<file path="src/scpr_pkg.sv">
// Package for the second-chance page replacer: field widths, defaults,
// engine state codes and the result word layout.
// No dependencies.
package scpr_pkg;

    // Fixed port field widths
    localparam int PAGE_NUMBER_W = 20;
    localparam int FRAME_INDEX_W = 2;
    localparam int FAULT_W       = 32;

    // Default sizing
    localparam int FRAMES_DEFAULT    = 4;
    localparam int PAGE_BITS_DEFAULT = 20;

    // Depth of the input and result queues
    localparam int QUEUE_DEPTH = 2;

    // Engine sequencer states
    typedef enum logic [1:0] {
        ENG_IDLE,
        ENG_LOOK,
        ENG_COMMIT
    } eng_state_t;

    // One result word
    typedef struct packed {
        logic                     hit;
        logic [FRAME_INDEX_W-1:0] frame_index;
        logic                     evicted_valid;
        logic [PAGE_NUMBER_W-1:0] evicted_page;
        logic [FAULT_W-1:0]       fault_total;
    } scpr_result_t;

endpackage

</file>
<file path="src/scpr_fifo.sv">
// Small register queue used on both sides of the replacement engine.
// Depends on nothing but its parameters.
module scpr_fifo #(
    parameter int WIDTH = 20,
    parameter int DEPTH = 2
) (
    input  logic             clk,
    input  logic             rst_n,
    input  logic             push,
    input  logic [WIDTH-1:0] wr_data,
    output logic             full,
    input  logic             pop,
    output logic [WIDTH-1:0] rd_data,
    output logic             empty
);

    localparam int PTR_W = (DEPTH > 1) ? $clog2(DEPTH) : 1;
    localparam int CNT_W = $clog2(DEPTH + 1);

    logic [WIDTH-1:0] mem_reg [DEPTH];
    logic [PTR_W-1:0] wr_ptr_reg, wr_ptr_next;
    logic [PTR_W-1:0] rd_ptr_reg, rd_ptr_next;
    logic [CNT_W-1:0] count_reg, count_next;
    logic             do_push;
    logic             do_pop;

    assign full    = (count_reg == CNT_W'(DEPTH));
    assign empty   = (count_reg == '0);
    assign rd_data = mem_reg[rd_ptr_reg];
    assign do_push = push && !full;
    assign do_pop  = pop && !empty;

    // Advance pointers and occupancy
    always_comb
    begin
        wr_ptr_next = wr_ptr_reg;
        rd_ptr_next = rd_ptr_reg;
        count_next  = count_reg;
        if (do_push)
        begin
            wr_ptr_next = (wr_ptr_reg == PTR_W'(DEPTH - 1)) ? '0 : wr_ptr_reg + 1'b1;
        end
        if (do_pop)
        begin
            rd_ptr_next = (rd_ptr_reg == PTR_W'(DEPTH - 1)) ? '0 : rd_ptr_reg + 1'b1;
        end
        if (do_push && !do_pop)
        begin
            count_next = count_reg + 1'b1;
        end
        else if (do_pop && !do_push)
        begin
            count_next = count_reg - 1'b1;
        end
    end

    always_ff @(posedge clk or negedge rst_n)
    begin
        if (!rst_n)
        begin
            wr_ptr_reg <= '0;
            rd_ptr_reg <= '0;
            count_reg  <= '0;
        end
        else
        begin
            wr_ptr_reg <= wr_ptr_next;
            rd_ptr_reg <= rd_ptr_next;
            count_reg  <= count_next;
        end
    end

    // Store the incoming word
    always_ff @(posedge clk)
    begin
        if (do_push)
        begin
            mem_reg[wr_ptr_reg] <= wr_data;
        end
    end

`ifndef NO_ASSERTIONS
    a_count_bound: assert property (@(posedge clk) disable iff (!rst_n)
        count_reg <= CNT_W'(DEPTH))
        else $error("queue occupancy above depth");
`endif

endmodule

</file>
<file path="src/scpr_engine.sv">
// Replacement engine: frame table, clock hand and fault counter; looks up
// one page, picks a victim and commits the update. Uses scpr_pkg.
module scpr_engine
    import scpr_pkg::*;
#(
    parameter int FRAMES    = FRAMES_DEFAULT,
    parameter int PAGE_BITS = PAGE_BITS_DEFAULT
) (
    input  logic                     clk,
    input  logic                     rst_n,
    input  logic                     in_valid,
    input  logic [PAGE_NUMBER_W-1:0] in_page,
    output logic                     in_pop,
    input  logic                     out_full,
    output logic                     out_push,
    output scpr_result_t             out_data
);

    localparam int IDX_W = (FRAMES > 1) ? $clog2(FRAMES) : 1;

    eng_state_t             state_reg, state_next;
    logic [PAGE_BITS-1:0]   page_reg;
    logic [PAGE_BITS-1:0]   tag_reg [FRAMES];
    logic [FRAMES-1:0]      valid_reg;
    logic [FRAMES-1:0]      ref_reg;
    logic [IDX_W-1:0]       hand_reg;
    logic [FAULT_W-1:0]     fault_counter_reg;

    // Lookup results held for the commit cycle
    logic                   hit_reg;
    logic [IDX_W-1:0]       sel_idx_reg;
    logic [FRAMES-1:0]      ref_new_reg;
    logic                   old_valid_reg;
    logic [PAGE_BITS-1:0]   old_tag_reg;
    logic [IDX_W-1:0]       hand_new_reg;

    logic [31:0]            page_ext;
    logic                   hit_c;
    logic [IDX_W-1:0]       hit_idx_c;
    logic [2*FRAMES-1:0]    ref_dbl;
    logic [FRAMES-1:0]      ref_rot;
    logic                   found_c;
    logic [IDX_W:0]         offset_c;
    logic [IDX_W:0]         offset_eff;
    logic [IDX_W:0]         victim_sum;
    logic [IDX_W-1:0]       victim_c;
    logic [IDX_W-1:0]       hand_adv_c;
    logic [FRAMES-1:0]      ref_new_c;
    logic [IDX_W:0]         sweep_dist;
    logic                   commit;
    logic [31:0]            idx_ext;
    logic [31:0]            tag_ext;

    assign page_ext = 32'(in_page);

    // Parallel tag compare, lowest matching frame wins
    always_comb
    begin
        hit_c     = 1'b0;
        hit_idx_c = '0;
        for (int i = FRAMES - 1; i >= 0; i--)
        begin
            if (valid_reg[i] && (tag_reg[i] == page_reg))
            begin
                hit_c     = 1'b1;
                hit_idx_c = IDX_W'(i);
            end
        end
    end

    // Search from the hand for the first clear reference bit
    assign ref_dbl = {ref_reg, ref_reg};
    assign ref_rot = FRAMES'(ref_dbl >> hand_reg);

    always_comb
    begin
        found_c  = 1'b0;
        offset_c = '0;
        for (int k = FRAMES - 1; k >= 0; k--)
        begin
            if (!ref_rot[k])
            begin
                found_c  = 1'b1;
                offset_c = (IDX_W + 1)'(k);
            end
        end
    end

    assign offset_eff = found_c ? offset_c : (IDX_W + 1)'(FRAMES);
    assign victim_sum = {1'b0, hand_reg} + (found_c ? offset_c : '0);
    assign victim_c   = (victim_sum >= (IDX_W + 1)'(FRAMES))
                        ? IDX_W'(victim_sum - (IDX_W + 1)'(FRAMES))
                        : IDX_W'(victim_sum);
    assign hand_adv_c = (victim_c == IDX_W'(FRAMES - 1)) ? '0 : victim_c + 1'b1;

    // New reference bits: clear what the sweep passes, set the frame used
    always_comb
    begin
        ref_new_c  = ref_reg;
        sweep_dist = '0;
        for (int i = 0; i < FRAMES; i++)
        begin
            if (hit_c)
            begin
                if (hit_idx_c == IDX_W'(i))
                begin
                    ref_new_c[i] = 1'b1;
                end
            end
            else
            begin
                if (IDX_W'(i) >= hand_reg)
                begin
                    sweep_dist = (IDX_W + 1)'(i) - {1'b0, hand_reg};
                end
                else
                begin
                    sweep_dist = (IDX_W + 1)'(i + FRAMES) - {1'b0, hand_reg};
                end
                if (victim_c == IDX_W'(i))
                begin
                    ref_new_c[i] = 1'b1;
                end
                else if (sweep_dist < offset_eff)
                begin
                    ref_new_c[i] = 1'b0;
                end
            end
        end
    end

    // Sequencer: take a page, look it up, commit when the result queue has room
    assign commit = (state_reg == ENG_COMMIT) && !out_full;

    always_comb
    begin
        state_next = state_reg;
        in_pop     = 1'b0;
        out_push   = 1'b0;
        unique case (state_reg)
            ENG_IDLE:
            begin
                if (in_valid)
                begin
                    in_pop     = 1'b1;
                    state_next = ENG_LOOK;
                end
            end
            ENG_LOOK:
            begin
                state_next = ENG_COMMIT;
            end
            ENG_COMMIT:
            begin
                if (!out_full)
                begin
                    out_push = 1'b1;
                    if (in_valid)
                    begin
                        in_pop     = 1'b1;
                        state_next = ENG_LOOK;
                    end
                    else
                    begin
                        state_next = ENG_IDLE;
                    end
                end
            end
            default:
            begin
                state_next = ENG_IDLE;
            end
        endcase
    end

    // Build the result word
    assign idx_ext = 32'(sel_idx_reg);
    assign tag_ext = 32'(old_tag_reg);

    always_comb
    begin
        out_data.hit           = hit_reg;
        out_data.frame_index   = idx_ext[FRAME_INDEX_W-1:0];
        out_data.evicted_valid = !hit_reg && old_valid_reg;
        out_data.evicted_page  = (!hit_reg && old_valid_reg)
                                 ? tag_ext[PAGE_NUMBER_W-1:0] : '0;
        out_data.fault_total   = hit_reg ? fault_counter_reg
                                         : fault_counter_reg + 1'b1;
    end

    // Control state
    always_ff @(posedge clk or negedge rst_n)
    begin
        if (!rst_n)
        begin
            state_reg         <= ENG_IDLE;
            valid_reg         <= '0;
            ref_reg           <= '0;
            hand_reg          <= '0;
            fault_counter_reg <= '0;
        end
        else
        begin
            state_reg <= state_next;
            if (commit)
            begin
                ref_reg <= ref_new_reg;
                if (!hit_reg)
                begin
                    valid_reg[sel_idx_reg] <= 1'b1;
                    hand_reg               <= hand_new_reg;
                    fault_counter_reg      <= fault_counter_reg + 1'b1;
                end
            end
        end
    end

    // Payload: page, lookup results and frame tags
    always_ff @(posedge clk)
    begin
        if (in_pop)
        begin
            page_reg <= page_ext[PAGE_BITS-1:0];
        end
        if (state_reg == ENG_LOOK)
        begin
            hit_reg       <= hit_c;
            sel_idx_reg   <= hit_c ? hit_idx_c : victim_c;
            ref_new_reg   <= ref_new_c;
            old_valid_reg <= valid_reg[victim_c];
            old_tag_reg   <= tag_reg[victim_c];
            hand_new_reg  <= hand_adv_c;
        end
        if (commit && !hit_reg)
        begin
            tag_reg[sel_idx_reg] <= page_reg;
        end
    end

`ifndef NO_ASSERTIONS
    a_ref_implies_valid: assert property (@(posedge clk) disable iff (!rst_n)
        (ref_reg & ~valid_reg) == '0)
        else $error("reference bit set on an empty frame");

    a_fault_count: assert property (@(posedge clk) disable iff (!rst_n)
        (commit && !hit_reg) |=> fault_counter_reg == $past(fault_counter_reg) + 1'b1)
        else $error("fault counter did not advance on a miss");

    a_victim_filled: assert property (@(posedge clk) disable iff (!rst_n)
        commit |=> valid_reg[$past(sel_idx_reg)] && ref_reg[$past(sel_idx_reg)])
        else $error("frame used is not valid and referenced after commit");
`endif

endmodule

</file>
<file path="src/second_chance_page_replacer_core.sv">
// Second-chance page replacer, top level: input queue, replacement engine,
// result queue. A word passes the input queue, the engine's lookup and commit
// states and the result queue. One word at a time: lookup (tag compare and
// victim search from the hand), then commit, which waits for result room.
// Reset clears all frames, reference bits, the clock hand and the fault count;
// no clearing pass, the block accepts words right after reset.
module second_chance_page_replacer_core
    import scpr_pkg::*;
#(
    parameter int FRAMES    = FRAMES_DEFAULT,
    parameter int PAGE_BITS = PAGE_BITS_DEFAULT
) (
    input  logic                     clk,
    input  logic                     rst_n,
    input  logic                     push,
    output logic                     full,
    input  logic [PAGE_NUMBER_W-1:0] access_page,
    output logic                     empty,
    input  logic                     pop,
    output logic                     hit,
    output logic [FRAME_INDEX_W-1:0] frame_index,
    output logic                     evicted_valid,
    output logic [PAGE_NUMBER_W-1:0] evicted_page,
    output logic [FAULT_W-1:0]       fault_total
);

    logic                     in_empty;
    logic [PAGE_NUMBER_W-1:0] in_page;
    logic                     in_pop;
    logic                     out_full;
    logic                     out_push;
    scpr_result_t             out_data;
    scpr_result_t             res;

    // Front: hold incoming page numbers
    scpr_fifo #(
        .WIDTH (PAGE_NUMBER_W),
        .DEPTH (QUEUE_DEPTH)
    ) u_in_fifo (
        .clk     (clk),
        .rst_n   (rst_n),
        .push    (push),
        .wr_data (access_page),
        .full    (full),
        .pop     (in_pop),
        .rd_data (in_page),
        .empty   (in_empty)
    );

    // Back: lookup and replacement
    scpr_engine #(
        .FRAMES    (FRAMES),
        .PAGE_BITS (PAGE_BITS)
    ) u_engine (
        .clk      (clk),
        .rst_n    (rst_n),
        .in_valid (!in_empty),
        .in_page  (in_page),
        .in_pop   (in_pop),
        .out_full (out_full),
        .out_push (out_push),
        .out_data (out_data)
    );

    // Result queue toward the consumer
    scpr_fifo #(
        .WIDTH ($bits(scpr_result_t)),
        .DEPTH (QUEUE_DEPTH)
    ) u_out_fifo (
        .clk     (clk),
        .rst_n   (rst_n),
        .push    (out_push),
        .wr_data (out_data),
        .full    (out_full),
        .pop     (pop),
        .rd_data (res),
        .empty   (empty)
    );

    assign hit           = res.hit;
    assign frame_index   = res.frame_index;
    assign evicted_valid = res.evicted_valid;
    assign evicted_page  = res.evicted_page;
    assign fault_total   = res.fault_total;

endmodule
</file>
<file path="config.mk">
export PLATFORM = sky130hd
export DESIGN_NAME = second_chance_page_replacer_core
export DESIGN_NICKNAME = d
export VERILOG_FILES = /design/src/scpr_pkg.sv /design/src/scpr_fifo.sv /design/src/scpr_engine.sv /design/src/second_chance_page_replacer_core.sv
export SDC_FILE = /design/constraint.sdc
export NUM_CORES = 1
export LEC_CHECK = 0
export ABC_AREA = 1
export BUFFER_PORTS_ARGS = -buffer_cell sky130_fd_sc_hd__buf_4
export CELL_PAD_IN_SITES_DETAIL_PLACEMENT = 2
export CELL_PAD_IN_SITES_GLOBAL_PLACEMENT = 2
export CORE_UTILIZATION = 35
export DETAILED_ROUTE_END_ITERATION = 10
export PLACE_DENSITY = 0.87
export SKIP_LAST_GASP = 1
export SLEW_MARGIN = 30
export SYNTH_ARGS = -nofsm -noshare
export SYNTH_HDL_FRONTEND = slang
export SYNTH_HIERARCHICAL = 1
export SYNTH_SLANG_ARGS = --single-unit
</file>
<file path="constraint.sdc">
create_clock -name clk -period 4.3 [get_ports clk]
set_input_delay 0.43 -clock clk [delete_from_list [all_inputs] [get_ports clk]]
set_output_delay 0.43 -clock clk [all_outputs]
set_load 0.01 [all_outputs]
</file>
======== Yosys cells after proc, flatten, opt, wreduce, memory -nomap -nowiden ========
Memories as Yosys holds them, arrays and structs flattened. A register that Yosys moved wholly into a read port is not among the register bits.
Cells that the tools add are included.
storage, ports and cells
  register bits ........................... 62
  memory bits (writable) .................. 232
  input port bits ......................... 24
  output and inout port bits .............. 58
  word-level logic and storage cells ...... 177
  memories kept ........................... 3
memory list
  memory              words  width  rd ports  clocked after memory_dff  write ports  RTL line           RTL
  u_out_fifo.mem_reg  2      56     1         0                         1            scpr_fifo.sv:20    logic [WIDTH-1:0] mem_reg [DEPTH];
  u_engine.tag_reg    4      20     5         1                         1            scpr_engine.sv:23  logic [PAGE_BITS-1:0] tag_reg [FRAMES];
  u_in_fifo.mem_reg   2      20     1         1                         1            scpr_fifo.sv:20
operators by class
  $add $sub $neg .......................... 20
  $lt $le $gt $ge ......................... 12
  equal/unequal tests ..................... 16
  shift operators ......................... 1
  multiplexer cells ....................... 73
  bitwise gates (word level) .............. 2
  reductions and logical operators ........ 34
operator list
  operator                                                          number
  equality test 20 bit                                              4
  2-to-1 mux 1 bit                                                  41
  2-to-1 mux 2 bit                                                  17
  adder 32 x 1 -> 32 bit, second input constant                     1
  2-to-1 mux 32 bit                                                 1
  2-to-1 mux 3 bit                                                  9
  2-to-1 mux 20 bit                                                 1
  logical AND 1 bit                                                 16
  equality test 2 bit, second input constant                        7
  less-than comparator 3 bit                                        4
  subtractor 3 x 2 -> 3 bit, first input constant                   4
  zero test 2 bit                                                   5
  zero test 1 bit                                                   9
  right shift 8 x 2 -> 4 bit                                        1
  adder 2 x 1 -> 2 bit, second input constant                       3
  equality test 2 x 1 -> 1 bit, second input constant               3
  less-than comparator 2 x 3 -> 1 bit, second input constant        2
  one-hot mux 2 bit (3 select lines)                                1
  subtractor 1 x 2 -> 3 bit, first input constant                   2
  subtractor 2 x 1 -> 2 bit, second input constant                  3
  subtractor 2 x 2 -> 3 bit, first input constant                   2
  adder 1 bit, second input constant                                4
  greater-or-equal comparator 1 x 2 -> 1 bit, first input constant  2
  greater-or-equal comparator 2 bit, first input constant           2
  other kinds (11)                                                  14

======== Logic depth before layout (Yosys ltp) ========
  depth after elaboration ................. 12
  gate-level depth with buffers ........... 17
  gate-level depth less buffers ........... 16

======== Modules after synthesis ========
Netlist, hierarchy kept.
by module, submodules not included
  module                            instances  cells an instance  area each (sq um)  seq. area each (sq um)
  scpr_engine                       1          1,365              10,291.1           5,004.8
  scpr_fifo at u_out_fifo           1          324                4,295.4            3,463.3
  scpr_fifo at u_in_fifo            1          136                1,687.9            1,301.2
  second_chance_page_replacer_core  1          1                  3.8                0.0

======== Worst setup path before layout ========
OpenSTA, ideal clock, no wires.
  kind .................................... reg2reg
  start point ............................. register u_out_fifo.count_reg[1]
  end point ............................... memory u_out_fifo/mem_reg[1][0] (netlist name), enable pin
  setup time .............................. 0.470 ns
  data arrival time ....................... 3.516 ns
  data required time ...................... 3.830 ns
  setup slack ............................. 0.314 ns
  cell stages (with the launch flop) ...... 8
  path buffers ............................ 2
  period minus slack after synthesis ...... 3.986 ns
  cell sequence ........................... dfrtp_1 inv_1 nor2_1 nor2_1 buf_2 buf_2 o21ai_0 nor2_1
between the ends
  word-level cells in the longest chain between the ends .. 6
  elaborated cells between the ends (all ways) .. 7
  those cells by class .................... eq/ne (1); mux (4); reduce/logical (2)
ends and longest elaborated chain
  element                                 RTL line                                RTL
  from (decl)                             scpr_fifo.sv:23                         logic [CNT_W-1:0] count_reg, count_next;
  from (signal assigned)                  scpr_fifo.sv:69                         count_reg <= count_next;
  equality test 2 bit                     scpr_fifo.sv:27                         assign full = (count_reg == CNT_W'(DEPTH));
  named net out_full                      second_chance_page_replacer_core.sv:30  logic out_full;
  2-to-1 mux 1 bit                        scpr_engine.sv:155                      if (!out_full)
  2-to-1 mux 1 bit                        scpr_engine.sv:140                      unique case (state_reg)
  named net out_push                      second_chance_page_replacer_core.sv:31  logic out_push;
  logical AND 1 bit                       scpr_fifo.sv:30                         assign do_push = push && !full;
  2-to-1 mux 1 bit                        scpr_fifo.sv:76                         if (do_push)
  2-to-1 mux 1 bit (not written as such)  scpr_fifo.sv:78                         mem_reg[wr_ptr_reg] <= wr_data;
  to (decl)                               scpr_fifo.sv:20
The timed path passes the listed nets, and every way through them passes these cells.

======== Worst setup path after layout ========
  start point ............................. register u_engine.hand_reg[0]
  end point ............................... register u_engine.ref_new_reg[0] (data pin)
between the ends
  word-level cells in the longest chain between the ends .. 12
  elaborated cells between the ends (all ways) .. 25
  those cells by class .................... add/sub (4); order compare (3); shift (1); mux (16); reduce/logical (1)
ends and longest elaborated chain
  element                                                                         RTL line                              RTL
  from (decl)                                                                     scpr_engine.sv:26                     logic [IDX_W-1:0] hand_reg;
  from (signal assigned)                                                          scpr_engine.sv:211                    hand_reg <= hand_new_reg;
  right shift 8 x 2 -> 4 bit                                                      scpr_engine.sv:73                     assign ref_rot = FRAMES'(ref_dbl >> hand_reg);
  2-to-1 mux 2 bit or 2-to-1 mux 1 bit (tied branches) (4 in a row)               scpr_engine.sv:81                     if (!ref_rot[k])
  2-to-1 mux 2 bit                                                                scpr_engine.sv:90                     assign victim_sum = {1'b0, hand_reg} + (found_c ? offset_c : '0);
  adder 2 x 2 -> 3 bit                                                            scpr_engine.sv:90
  greater-or-equal comparator 3 bit or subtractor 2 x 1 -> 2 bit (tied branches)  scpr_engine.sv:91, scpr_engine.sv:92
  2-to-1 mux 2 bit                                                                scpr_engine.sv:92                     ? IDX_W'(victim_sum - (IDX_W + 1)'(FRAMES))
  zero test 2 bit                                                                 scpr_engine.sv:120                    if (victim_c == IDX_W'(i))
  2-to-1 mux 1 bit (*)                                                            scpr_engine.sv:120
  2-to-1 mux 1 bit (*)                                                            scpr_engine.sv:103                    if (hit_c)
  named net u_engine.ref_new_c[0]                                                 scpr_engine.sv:48                     logic [FRAMES-1:0] ref_new_c;
  to (signal assigned)                                                            scpr_engine.sv:229                    ref_new_reg <= ref_new_c;
  to (decl)                                                                       scpr_engine.sv:32                     logic [FRAMES-1:0] ref_new_reg;
Mark *: on every way through the listed nets, which the timed path passes. The rest lies on a longest branch. The select of a mux whose other input is x is not followed.
A chain may end at the register's enable or synchronous reset.

==> flow_metrics.py <==
metrics = {
    "min_path": {
        "hold_class": "in2reg",
        "whs_path_depth": 1,
    },
    "die": {
        "io_pins": 82,
        "die_y_um": 218,
        "die_area_um2": 47400,
        "dieWidth_um": 218,
        "coreArea_um2": 45700,
        "row_count": 78,
        "start_util_pct": 35.6,
    },
    "detailed_routing": {
        "ant_nets": 0,
        "route.vias.total": 12800,
        "drt-total-wl_um": 53700,
        "dr.pass1.iters": 5,
        "drcViolationCount": 0,
        "routed_via_density": 5.00,
        "drt_iter0_drc": 731,
        "post_drt_wl_per_cell_um": 21.0,
    },
    "clocking": {
        "htreeDepth": 2,
        "cts_setup_buffers": 0,
        "root_buffer": "clkbuf_16",
        "clk_path_buf_depth": 3,
        "cts_tree": "done",
        "cts_buffers": 40,
        "cts.sinks": 334,
        "clk_pin_slew_worst_paths_ns": 0.06,
        "clock_latency_ns": 0.58,
    },
    "worst_setup_path": {
        "cp-start-kind": "flop",
        "cp-end-kind": "flop",
        "r2r_cells": 12,
        "worstPathRequired_ns": 4.72,
        "worst-setup-path-type": "reg2reg",
        "crit_path_max_fanout": 43,
        "crit_arrival_ns": 3.82,
    },
    "timing": {
        "min_period_over_period_pct": 79.1,
        "slew_headroom_pct": 39.6,
        "fin_skew_ns": 0.0294,
        "max_freq_mhz": 294,
        "fin_setup_tns_ns": 0,
        "worstMarginPinSlew_ns": 0.904,
        "setup_violations": 0,
        "rsz0062_at_grt": "false",
        "report.final.slew_viol_count": 0,
        "fin_crit_ns": 3.40,
        "hold_viol_final": 0,
    },
    "grt": {
        "grtUsageTotal_pct": 22.9,
        "grt_overflow_total": 0,
        "antenna_found_initial": 0,
        "grt_max_degree": 58,
        "grt_pass1_vias": 14400,
        "grt_pass1_wl_um": 82300,
    },
    "pwr": {
        "p_total_uw": 15100,
        "power.leakage_uw": 0.00857,
        "powerDensity_nw_per_um2": 798,
        "ir_drop_mv": 0.542,
    },
    "run": {
        "cap_violations": 0,
    },
    "logic_synthesis": {
        "syn-num-nets": 1869,
        "synth_seq_cells": 334,
        "synth_area_um2": 16300,
        "synth_edf_count": 282,
        "synthArstFlopShare_pct": 15.6,
        "ys_warn_count": 6,
        "synth_top_cell_by_area": "edfxtp_1",
        "netlist.area_leader.share_pct": 52.0,
        "synthFlopType": "edfxtp_1",
        "synth.distinct_cells": 40,
        "seq_area_frac_synth_pct": 60.0,
        "synth.area.top_cells": "edfxtp_1, nand2_1, dfrtp_1",
        "syn_inst": 1826,
        "syn_avg_cell_area_um2": 8.91,
    },
    "place": {
        "port_buffers": 81,
        "placed_cells": 2479,
        "placed_area_um2": 17600,
        "hpwlAfterDp_um": 38900,
        "gp_congestion": 0.919,
    },
    "layout": {
        "layout.cells.most_common_list": "nand2_1, edfxtp_1, inv_1",
        "layout.nets": 1965,
        "n_antenna_cell": 0,
        "final_common_cell": "nand2_1",
        "final_layout_size_suffix_gt1_share_pct": 11.5,
        "finalNonFillerCells": 2553,
        "area_delta_synth_final_pct": 16.3,
        "largest_register_ffs": 112,
        "fin_area_um2": 18900,
    },
    "outcome": {
        "outcome": "complete, no violations",
    },
}
worst paths after layout:
path / from / to / slack (ns)
min reg2reg: u_engine/state_reg[0] / u_engine/state_reg[1] / 0.45
min in group asynchronous: rst_n / u_engine/ref_reg[3] / 0.51
max reg2reg: u_engine/hand_reg[0] / u_engine/ref_new_reg[0] / 0.90
min: access_page[9] / u_in_fifo/mem_reg[1][9] / 0.05
max in group asynchronous: rst_n / u_out_fifo/rd_ptr_reg / 3.20
max: u_engine/hand_reg[0] / u_engine/ref_new_reg[0] / 0.90
worst max-delay path, cell delays in order, from the launching register on:
cell and delay (ns):
dfrtp_1 0.59, o21ai_0 0.24, nand2_1 0.13, o21ai_0 0.15, o21ai_0 0.57, ha_1 0.41, xnor2_2 0.22, buf_4 0.47
ha_1 0.24, inv_1 0.04, nand2_1 0.06, nand2_1 0.05, nand2_1 0.06
routing by layer:
layer	up-vias	wire length, um	global-route usage [%]
li1	6001	-	-
met1	6402	22300	27.5
met2	273	27900	41.8
met3	84	1980	3.03
met4	0	1560	7.91
met5	-	0	0
cell usage after synthesis, types with 3 or more instances:
library cell,count
nand2_1,772
edfxtp_1,282
inv_1,200
nor2_1,171
o21ai_0,61
dfrtp_1,52
nand3_1,38
inv_2,28
o21ai_1,28
o211ai_1,23
ha_1,19
xor2_1,17
buf_2,16
nand4_1,15
clkbuf_1,14
a21oi_1,10
nor3_1,8
nand3b_1,7
xnor2_1,7
and2_1,6
buf_1,6
buf_4,6
nand2_2,6
nor2_2,5
nor2_4,5
nand2_4,3
or2_2,3
cell families (layout without fill, tap and decap cells):
kind of cell / after synthesis / count (layout) / synth area share [%]
AOI/OAI and AO/OA: 127 / 127 / 4.34
xor gates and xnor gates: 26 / 26 / 1.49
adders and majority gates: 19 / 19 / 1.46
buffers and inverters: 272 / 399 / 6.58
DFF: 334 / 334 / 60.0
and+or+nand+nor: 1048 / 1048 / 26.1
where the power goes:
group          switching, uW  total [uW]  internal (uW)
clock                   1400        3420           2020
combinational           4240        6110           1880
sequential               778        5580           4800
per-stage QoR:
stage	hold slack [ns]	utilization (%)	worst slack (ns)
finish	0.0518	41.5	0.899
global route	0.0336	41.5	0.689
CTS	0.0279	41.4	0.863
detailed placement	0.450	38.5	0.959
global placement	0.433	38.5	1.24
floorplan	0.134	-	0.314
cell type report:
cell class,count,area (um^2)
repair buffers,97,756
clock inverters,21,240
fillers,5044,26700
inverters,229,861
clock buffers,52,1080
multi-input cells,1220,5480
flip-flops and latches,334,9770
well taps,600,751
timing repair:
item	4_1_cts	5_1_grt
hold buffers	1	0
resized for setup	0	0
hold endpoints to repair	36	0
Power figures use the tool's default switching activity.
